File: src/sv/assert_macros.svh
// Assertion macros shared by the RTL files of the string parser.
// Depends on a clock named clk and an active-low reset named rst_n in scope.
`ifndef ASSERT_MACROS_SVH
`define ASSERT_MACROS_SVH

// Plain property checked at every clock edge outside reset.
`define ULEBSP_ASSERT(lbl, prop, msg) \
  lbl: assert property (@(posedge clk) disable iff (!rst_n) (prop)) else $error(msg);

// Property with a precondition, written as an overlapping implication.
`define ULEBSP_ASSERT_IMP(lbl, pre, post, msg) \
  lbl: assert property (@(posedge clk) disable iff (!rst_n) (pre) |-> (post)) else $error(msg);

`endif

File: src/sv/ulebsp_pkg.sv
// Shared types and codes for the length-prefixed string parser.
// No dependencies.
`timescale 1ns / 1ps

package ulebsp_pkg;

  typedef enum logic [1:0] {
    PH_HINT = 2'd0,
    PH_LEN  = 2'd1,
    PH_DATA = 2'd2
  } phase_t;

  typedef enum logic [1:0] {
    KIND_NULL   = 2'd0,
    KIND_HEADER = 2'd1,
    KIND_DATA   = 2'd2,
    KIND_ERR    = 2'd3
  } kind_t;

  typedef enum logic [1:0] {
    ERR_NONE     = 2'd0,
    ERR_TRUNC    = 2'd1,
    ERR_OVERFLOW = 2'd2,
    ERR_NEGATIVE = 2'd3
  } err_t;

  localparam int VALUE_W     = 31;
  localparam int GROUP_SHIFT = 7;

  typedef struct packed {
    logic               vld;
    kind_t              kind;
    logic [VALUE_W-1:0] value;
    err_t               code;
    logic               last;
  } res_t;

endpackage

File: src/sv/uleb_prefixed_string_parser.sv
// Top level of the length-prefixed string parser: input word register,
// parser core and result register. Depends on ulebsp_pkg, ulebsp_core.
`timescale 1ns / 1ps
`include "assert_macros.svh"

// Usage:
//   Input channel: one stream byte per word (in_data_byte), or an end-of-stream
//   marker (in_stream_end). Each word gives zero or one result word.
//   Result channel: out_kind (null string, length header, payload byte, error),
//   out_value (length or byte), out_error_code and out_last, which marks the
//   final result of a string.
//   A word is moved when valid is high and stall is low at a rising edge.
//   The input register holds an accepted word until the result register is
//   free; the word then moves through the parser into the result register.
//   Throughput: one word per cycle while out_stall is low; the parser state
//   is updated by one short combinational step between the two registers.
//   When out_stall holds a result, the result register keeps it and the
//   input register can still take one more word; in_stall rises only when
//   both are full.
//   Reset (rst_n low, synchronous) empties both registers and returns the
//   parser to waiting for a hint byte with a zero length and zero counters.
module uleb_prefixed_string_parser #(
  parameter int LENGTH_BITS = 32
) (
  input  logic        clk,
  input  logic        rst_n,
  input  logic        in_valid,
  output logic        in_stall,
  input  logic [7:0]  in_data_byte,
  input  logic        in_stream_end,
  output logic        out_valid,
  input  logic        out_stall,
  output logic [1:0]  out_kind,
  output logic [30:0] out_value,
  output logic [1:0]  out_error_code,
  output logic        out_last
);

  logic             in_vld_r;
  logic [7:0]       in_data_r;
  logic             in_end_r;
  logic             out_vld_r;
  ulebsp_pkg::res_t out_r;
  ulebsp_pkg::res_t res;
  logic             out_free;
  logic             fire;

  assign out_free = !out_vld_r || !out_stall;
  assign fire     = in_vld_r && out_free;
  assign in_stall = in_vld_r && !out_free;

  always_ff @(posedge clk) begin
    if (!rst_n) begin
      in_vld_r <= 1'b0;
    end else if (!in_stall) begin
      in_vld_r <= in_valid;
    end
  end

  always_ff @(posedge clk) begin
    if (!in_stall && in_valid) begin
      in_data_r <= in_data_byte;
      in_end_r  <= in_stream_end;
    end
  end

  ulebsp_core #(
    .LENGTH_BITS (LENGTH_BITS)
  ) u_core (
    .clk        (clk),
    .rst_n      (rst_n),
    .fire       (fire),
    .data_byte  (in_data_r),
    .stream_end (in_end_r),
    .res        (res)
  );

  always_ff @(posedge clk) begin
    if (!rst_n) begin
      out_vld_r <= 1'b0;
    end else if (out_free) begin
      out_vld_r <= res.vld;
    end
  end

  always_ff @(posedge clk) begin
    if (out_free && res.vld) begin
      out_r <= res;
    end
  end

  assign out_valid      = out_vld_r;
  assign out_kind       = out_r.kind;
  assign out_value      = out_r.value;
  assign out_error_code = out_r.code;
  assign out_last       = out_r.last;

  `ULEBSP_ASSERT_IMP(a_err_last, out_vld_r && (out_r.kind == ulebsp_pkg::KIND_ERR), out_r.last, "error word without last")
  `ULEBSP_ASSERT_IMP(a_code_kind, out_vld_r, (out_r.kind == ulebsp_pkg::KIND_ERR) == (out_r.code != ulebsp_pkg::ERR_NONE), "error code does not match kind")
  `ULEBSP_ASSERT_IMP(a_null_word, out_vld_r && (out_r.kind == ulebsp_pkg::KIND_NULL), out_r.last && (out_r.value == '0), "null string word malformed")
  `ULEBSP_ASSERT_IMP(a_fire_room, fire, out_free, "input word consumed while result register blocked")

endmodule

File: src/sv/ulebsp_core.sv
// Parser state (phase, length accumulator, group and byte counters) and the
// per-word update. Depends on ulebsp_pkg and assert_macros.svh.
`timescale 1ns / 1ps
`include "assert_macros.svh"

module ulebsp_core #(
  parameter int LENGTH_BITS = 32
) (
  input  logic              clk,
  input  logic              rst_n,
  input  logic              fire,
  input  logic [7:0]        data_byte,
  input  logic              stream_end,
  output ulebsp_pkg::res_t  res
);

  localparam int ACC_W       = LENGTH_BITS;
  localparam int FULL_GROUPS = LENGTH_BITS / 8;
  localparam int FINAL_BITS  = LENGTH_BITS - ulebsp_pkg::GROUP_SHIFT * FULL_GROUPS;
  localparam int FINAL_MASK  = (1 << FINAL_BITS) - 1;
  localparam int GC_W        = $clog2(FULL_GROUPS + 1);
  localparam int EXT_W       = (LENGTH_BITS > ulebsp_pkg::VALUE_W) ?
                               LENGTH_BITS : ulebsp_pkg::VALUE_W;
  localparam int VW          = ulebsp_pkg::VALUE_W;

  ulebsp_pkg::phase_t phase_r, phase_nxt;
  logic [ACC_W-1:0]   acc_r, acc_nxt;
  logic [GC_W-1:0]    gc_r, gc_nxt;
  logic [VW-1:0]      br_r, br_nxt;

  logic               last_grp;
  logic               final_bad;
  logic               len_done;
  logic [ACC_W-1:0]   len_v;
  logic [EXT_W-1:0]   len_ext;
  logic               len_neg;
  logic               len_zero;

  // length word with the current group merged in
  always_comb begin
    last_grp  = (gc_r >= GC_W'(FULL_GROUPS));
    final_bad = last_grp && (32'(data_byte) > 32'(FINAL_MASK));
    if (last_grp) begin
      len_v = acc_r | (ACC_W'(data_byte) << (ulebsp_pkg::GROUP_SHIFT * FULL_GROUPS));
    end else begin
      len_v = acc_r | (ACC_W'(data_byte[6:0]) << (ulebsp_pkg::GROUP_SHIFT * gc_r));
    end
    len_done = last_grp ? !final_bad : !data_byte[7];
    len_ext  = EXT_W'(len_v);
    len_neg  = len_v[ACC_W-1] || ((len_ext >> VW) != '0);
    len_zero = (len_v == '0);
  end

  // next phase
  always_comb begin
    phase_nxt = phase_r;
    if (fire) begin
      case (phase_r)
        ulebsp_pkg::PH_HINT: begin
          if (!stream_end && (data_byte != 8'd0)) phase_nxt = ulebsp_pkg::PH_LEN;
        end
        ulebsp_pkg::PH_LEN: begin
          if (stream_end || final_bad) begin
            phase_nxt = ulebsp_pkg::PH_HINT;
          end else if (len_done) begin
            phase_nxt = (len_neg || len_zero) ? ulebsp_pkg::PH_HINT : ulebsp_pkg::PH_DATA;
          end
        end
        ulebsp_pkg::PH_DATA: begin
          if (stream_end || (br_r <= VW'(1))) phase_nxt = ulebsp_pkg::PH_HINT;
        end
        default: phase_nxt = ulebsp_pkg::PH_HINT;
      endcase
    end
  end

  // datapath and result
  always_comb begin
    acc_nxt    = acc_r;
    gc_nxt     = gc_r;
    br_nxt     = br_r;
    res.vld    = 1'b0;
    res.kind   = ulebsp_pkg::KIND_NULL;
    res.value  = '0;
    res.code   = ulebsp_pkg::ERR_NONE;
    res.last   = 1'b0;
    if (fire) begin
      case (phase_r)
        ulebsp_pkg::PH_LEN: begin
          if (stream_end || final_bad || (len_done && len_neg)) begin
            acc_nxt  = '0;
            gc_nxt   = '0;
            br_nxt   = '0;
            res.vld  = 1'b1;
            res.kind = ulebsp_pkg::KIND_ERR;
            res.last = 1'b1;
            res.code = stream_end ? ulebsp_pkg::ERR_TRUNC :
                       final_bad  ? ulebsp_pkg::ERR_OVERFLOW : ulebsp_pkg::ERR_NEGATIVE;
          end else if (len_done) begin
            acc_nxt   = '0;
            gc_nxt    = '0;
            br_nxt    = len_ext[VW-1:0];
            res.vld   = 1'b1;
            res.kind  = ulebsp_pkg::KIND_HEADER;
            res.value = len_ext[VW-1:0];
            res.last  = len_zero;
          end else begin
            acc_nxt = len_v;
            gc_nxt  = gc_r + GC_W'(1);
          end
        end
        ulebsp_pkg::PH_DATA: begin
          res.vld  = 1'b1;
          res.last = 1'b1;
          if (stream_end) begin
            br_nxt   = '0;
            res.kind = ulebsp_pkg::KIND_ERR;
            res.code = ulebsp_pkg::ERR_TRUNC;
          end else begin
            res.kind  = ulebsp_pkg::KIND_DATA;
            res.value = VW'(data_byte);
            if (br_r <= VW'(1)) begin
              br_nxt = '0;
            end else begin
              br_nxt   = br_r - VW'(1);
              res.last = 1'b0;
            end
          end
        end
        default: begin
          // hint byte: zero is a null string, any other byte opens a length; an end-of-stream marker gives nothing
          acc_nxt = '0;
          gc_nxt  = '0;
          if (!stream_end && (data_byte == 8'd0)) begin
            res.vld  = 1'b1;
            res.kind = ulebsp_pkg::KIND_NULL;
            res.last = 1'b1;
          end
        end
      endcase
    end
  end

  always_ff @(posedge clk) begin
    if (!rst_n) begin
      phase_r <= ulebsp_pkg::PH_HINT;
      acc_r   <= '0;
      gc_r    <= '0;
      br_r    <= '0;
    end else begin
      phase_r <= phase_nxt;
      acc_r   <= acc_nxt;
      gc_r    <= gc_nxt;
      br_r    <= br_nxt;
    end
  end

  `ULEBSP_ASSERT_IMP(a_data_count, phase_r == ulebsp_pkg::PH_DATA, br_r != '0, "payload phase with no bytes left")
  `ULEBSP_ASSERT_IMP(a_hint_clear, phase_r == ulebsp_pkg::PH_HINT, (acc_r == '0) && (gc_r == '0), "length state not cleared while idle")
  `ULEBSP_ASSERT(a_group_range, gc_r <= GC_W'(FULL_GROUPS), "group count past final group")

endmodule

File: config.mk
export PLATFORM = sky130hd
export DESIGN_NAME = uleb_prefixed_string_parser
export DESIGN_NICKNAME = d
export VERILOG_FILES = /design/src/sv/ulebsp_pkg.sv /design/src/sv/uleb_prefixed_string_parser.sv /design/src/sv/ulebsp_core.sv
export VERILOG_INCLUDE_DIRS = /design/src /design/src/sv
export SDC_FILE = /design/constraint.sdc
export NUM_CORES = 1
export LEC_CHECK = 0
export BUFFER_PORTS_ARGS = -buffer_cell sky130_fd_sc_hd__buf_2
export CORE_ASPECT_RATIO = 0.6
export CORE_MARGIN = 2
export CORE_UTILIZATION = 40
export DETAILED_ROUTE_END_ITERATION = 10
export GPL_ROUTABILITY_DRIVEN = 0
export SLEW_MARGIN = 10
export SYNTH_ARGS = -nofsm -noshare
export SYNTH_HDL_FRONTEND = slang
export SYNTH_HIERARCHICAL = 1
export SYNTH_SLANG_ARGS = --single-unit
File: constraint.sdc
create_clock -name clk -period 6.7 [get_ports clk]
set_input_delay 0.67 -clock clk [delete_from_list [all_inputs] [get_ports clk]]
set_output_delay 0.67 -clock clk [all_outputs]
set_load 0.01 [all_outputs]
# After elaboration in Yosys (flattened, before gate mapping)

Cells that the tools add are included.

Register bits: 115
Bits of input ports: 13
Output and inout port bits: 38
Word-level logic and storage cells: 94

Add/subtract/negate cells: 2
Multiply operators: 1
Order comparisons: 3
Equal/unequal tests: 6
Shifts and indexed selects: 1
Mux-type cells: 38
Bitwise gates (word level): 3
Reduce and logical (&&, ||, !) cells: 28

Operators by type and width:

| cell                                                 | count |
|---|---|
| 2-to-1 mux 31 bit                                    | 5 |
| 2-to-1 mux 32 bit                                    | 3 |
| one-hot mux 33 bit (2 select lines)                  | 1 |
| bitwise OR 32 bit                                    | 2 |
| one-hot mux 32 bit (2 select lines)                  | 1 |
| one-hot mux 31 bit (2 select lines)                  | 1 |
| 2-to-1 mux 37 bit                                    | 1 |
| 2-to-1 mux 34 bit                                    | 1 |
| zero test 32 bit                                     | 1 |
| left shift 7 x 6 -> 32 bit                           | 1 |
| <= comparator 31 x 1 -> 1 bit, second input constant | 1 |
| subtractor 31 x 1 -> 31 bit, second input constant   | 1 |
| 2-to-1 mux 2 bit                                     | 7 |
| 2-to-1 mux 3 bit                                     | 4 |
| one-hot mux 3 bit (2 select lines)                   | 2 |
| 2-to-1 mux 1 bit                                     | 9 |
| > comparator 8 x 4 -> 1 bit, second input constant   | 1 |
| logical AND 1 bit                                    | 8 |
| zero test 8 bit                                      | 1 |
| 2-to-1 mux 8 bit                                     | 1 |
| nonzero test 8 bit                                   | 1 |
| zero test 1 bit                                      | 7 |
| multiplier 3 x 3 -> 6 bit, first input constant      | 1 |
| != test 3 x 1 -> 1 bit, second input constant        | 2 |
| other kinds (14)                                     | 19 |

# Logic depth before layout (Yosys ltp)

Depth after elaboration: 10
Gate-level depth with buffers: 10
Mapped depth without buffers: 8

# By module

Netlist, hierarchy kept.

By module, submodules not included:

| module                      | instances | cells an instance | area each (um^2) | seq. area each (um^2) |
|---|---|---|---|---|
| ulebsp_core                 | 1         | 548               | 4027.6           | 1361.3 |
| uleb_prefixed_string_parser | 1         | 54                | 1442.6           | 1391.3 |

# Worst setup path after synthesis

Ideal clock, no wire load.

Path type: input to register
From: in out_stall
To: reg out_r (netlist bit out_error_code[0]), enable pin
Library setup time: 484 ps
Data arrival time: 4137 ps
Required time: 6216 ps
Setup slack: 2079 ps
Cell stages on the path: 4
Buffers on the path: 0
Cells stage by stage: a21boi_0 -> o21ai_0 -> a31oi_1 -> a21boi_0

RTL lines:

| element              | line                              | source |
|---|---|---|
| start, declared      | uleb_prefixed_string_parser.sv:32 | `input logic out_stall,` |
| end signal, assigned | uleb_prefixed_string_parser.sv:88 | `out_r <= res;` |
| end, declared        | uleb_prefixed_string_parser.sv:43 | `ulebsp_pkg::res_t out_r;` |

# Worst setup path after layout

From: reg u_core.gc_r[2]
To: reg out_r (netlist bit out_last) (data pin)

Cells in the longest elaborated chain, start to end: 8
Elaborated cells on any way between the ends: 15
Those cells by class: 1 x mul; 1 x order compare; 1 x shift; 5 x mux; 1 x bitwise; 6 x reduce/logical

RTL lines:

| element                                                                               | line                                 | source |
|---|---|---|
| start, declared                                                                       | ulebsp_core.sv:28                    | `logic [GC_W-1:0] gc_r, gc_nxt;` |
| start signal, assigned                                                                | ulebsp_core.sv:153                   | `gc_r <= gc_nxt;` |
| multiplier 3 x 3 -> 6 bit / greater-or-equal comparator 3 bit (equally long branches) | ulebsp_core.sv:46, ulebsp_core.sv:41 |  |
| left shift 7 x 6 -> 32 bit / logical AND 1 bit (equally long branches)                | ulebsp_core.sv:46, ulebsp_core.sv:42 |  |
| bitwise OR 32 bit / zero test 1 bit (equally long branches)                           | ulebsp_core.sv:46, ulebsp_core.sv:48 |  |
| 2-to-1 mux 32 bit / 2-to-1 mux 1 bit (equally long branches)                          | ulebsp_core.sv:43, ulebsp_core.sv:48 |  |
| zero test 32 bit / logical AND 1 bit (equally long branches)                          | ulebsp_core.sv:51, ulebsp_core.sv:90 |  |
| 2-to-1 mux 1 bit / logical OR 1 bit (equally long branches)                           | ulebsp_core.sv:99, ulebsp_core.sv:90 |  |
| 2-to-1 mux 1 bit *                                                                    | ulebsp_core.sv:90                    | `if (stream_end \|\| final_bad \|\| (len_done && len_neg)) begin` |
| one-hot mux 1 bit (2 select lines) *                                                  | ulebsp_core.sv:88                    | `case (phase_r)` |

Every way passes the cells marked *; elsewhere a longest branch is shown, timed or not.
A chain may end at the register's enable or synchronous reset.

==> impl_metrics.ini <==
[outcome]
status = complete, no violations

[critical_path]
cp_cell_sequence = nor3b_1 > buf_4 > a21oi_1 > nand3_1 > or4_1 > o311a_1 > a21oi_1
r2r_slack_ns = 3.69
critPathCaptureType = register
slowest_stage = dfxtp_1
cp_common_cell = a21oi_1
crit_arrival_ns = 3.26
critical_path_required_ns = 6.95
slowest_delay_ns = 0.79
path_max_fanout = 21
worstSetupPathType = reg2reg
startpoint_type = register

[pwr]
combPwrFrac_pct = 5.2
seqPwrFrac_pct = 41.0
power_mw = 1.84
power_leakage_nw = 2.23
power_density_nw_per_um2 = 284
intPower_mw = 1.44
ir_worst_vdd_uv = 168
switchingPower_mw = 0.406
clkPwrFrac_pct = 53.8
swShare_pct = 22.0

[global_route]
met1_usage_pct = 33.8
grt_pass1_vias = 4763
grtUsageMet3_pct = 7.39
gr-max-usage-layer = met1
grt_usage_pct = 23.4
grt-ovfl-total = 0
grt_max_degree = 37
antenna_found_initial = 1
grtUsageMet2_pct = 33.1
grt_pass1_wl_um = 26200

[placed_design]
port_buffers = 50
hpwl_um = 11200
placed_cells = 798

[finish]
layout.cells.non_filler = 830
fillers = 1250
drive_above_1_share_pct = 16.6
nets = 662
regArea_um2 = 2750
area_delta_synth_final_pct = 18.8
antenna_cells = 0
multi_input_area_um2 = 2540

[die]
io_pins = 51
die_w_um = 155
dieArea_um2 = 14700
initial_core_util_pct = 40.5
die_h_um = 94.6
core_area_um2 = 13500
rows = 33

[timing]
fmax_mhz = 332
setup_viol = 0
max_slew.worst_pin.slew_ns = 1.06
fin_setup_tns_ns = 0
finalClockSkew_ns = 0.00749
rsz0062_at_grt = no
layout_min_cycle_time_ns = 3.01
relSlewSlack_pct = 28.5
final-hold-violation-count = 0
drv_slew = 0
post-route-period-util_pct = 44.9

[cts]
cts_resized = 0
ctsHoldBuffers = 0
clk_path_buf_depth = 2
numClockSinks = 115
post_cts_buffers = 0
cts_made_buffers = 17
htree_levels = 4
clk_pin_slew_ns = 0.05
cts_tree = done
clk_latency_ns = 0.41
cts_root_buf = clkbuf_16

[synthesis]
synthCells = 602
yosysMostFrequentCell = nor2_1
synth_commonest_cells = nor2_1, a21oi_1, dfxtp_1
syn_area_um2 = 5470
seq_area_frac_synth_pct = 50.3
synth-edff-count = 45
synthDominantCellAreaShare_pct = 25.6
avgSynthCellArea_um2 = 9.09
synthFlopType = dfxtp_1
synth_nets = 622
synth_seq_cells = 115
yosys_warnings = 6
yosys.area.top_type = dfxtp_1
synth-async-reset-ratio_pct = 0
synth_area_leaders = dfxtp_1, edfxtp_1, a21oi_1
yosysUniqueCellTypes = 62

[drt]
drc = 0
firstDrtPassIters = 5
drt-total-wl_um = 16400
drt_iter0_markers = 721
vias_per_cell = 6.14
drtAntennaViolNets = 0
vias = 5097
wl_per_cell_um = 19.8

[worst_hold_path]
hp-class = in2reg

[flow_run]
drv_cap = 0
power by group through the flow:
stage               clock network [mW]  logic, mW  registers (mW)
floorplan                            0     0.0647           0.761
global placement                     0     0.0909           0.770
detailed placement                   0     0.0922           0.770
CTS                               1.00     0.0926           0.756
global route                      1.03      0.104           0.758
finish                           0.992     0.0953           0.757
cells in the final DEF (no fill, tap or decap), types with 6 or more instances in the layout:
cell type / count
a22o_1: 6
ha_1: 7
o22ai_1: 7
edfxtp_1: 45
a31oi_1: 17
nor3_1: 18
nand2_1: 34
nor4_1: 9
buf_2: 50
or3_1: 6
o32a_1: 9
o21ai_0: 32
nand3_1: 9
or2_2: 7
clkbuf_16: 18
a21oi_1: 90
inv_1: 11
nor2b_1: 9
buf_4: 7
nor2_1: 100
dfxtp_1: 70
a21boi_0: 6
sequential cells by signal, indices dropped and copies added (netlist names), 2 cells and up:
signal / cells
u_core/acc_r: 32
out_kind: 2
u_core/gc_r: 3
in_data_r: 8
out_error_code: 2
u_core/phase_r: 2
u_core/br_r: 31
out_value: 31
metrics by stage:
stage	worst slack [ns]	utilization [%]	cell area [um2]	hold WS, ns
after global routing	3.52	48.1	6500	0.421
final	3.69	48.1	6500	0.428
after floorplan	2.08	-	5470	0.438
after global placement	3.48	43.3	5850	0.450
after detailed placement	3.38	43.3	5850	0.463
after CTS	3.76	48.1	6500	0.422
final timing paths:
path	start	to	depth (start not counted)
max	u_core/gc_r[2]	out_last	7
min	in_stream_end	in_end_r	1
max reg2reg	u_core/gc_r[2]	out_last	7
min reg2reg	u_core/acc_r[20]	u_core/acc_r[20]	2
layout make-up:
type	count	area share [%]
clock buffers	23	7.68
clock inverters	9	2.27
inverters	11	0.635
multi-input cells	440	39.0
flip-flops and latches	115	42.4
well taps	175	3.37
repair buffers	57	4.66
routing by layer:
layer / vias to the layer above / share of wire, %
met5: - / 0
li1: 2310 / -
met4: 0 / 1.4
met3: 31 / 12
met1: 2415 / 46
met2: 341 / 41
critical path: cells and delay by family, from the launching register on:
kind	cells	cell delay (ns)
compound gates	3	1.02
simple gates	3	0.84
flops	1	0.79
buf+inv	1	0.20
cells by family (layout without fill, tap and decap cells):
family | after synthesis | in the layout | share of synthesized area [%]
mux | 3 | 3 | 0.549
simple gates | 222 | 222 | 19.9
flops | 115 | 115 | 50.3
fa+ha+maj | 7 | 7 | 1.60
buf+inv | 47 | 100 | 3.59
compound gates | 206 | 206 | 23.7
xor+xnor | 2 | 2 | 0.320
Note: power is estimated with default switching activity, not from simulation.
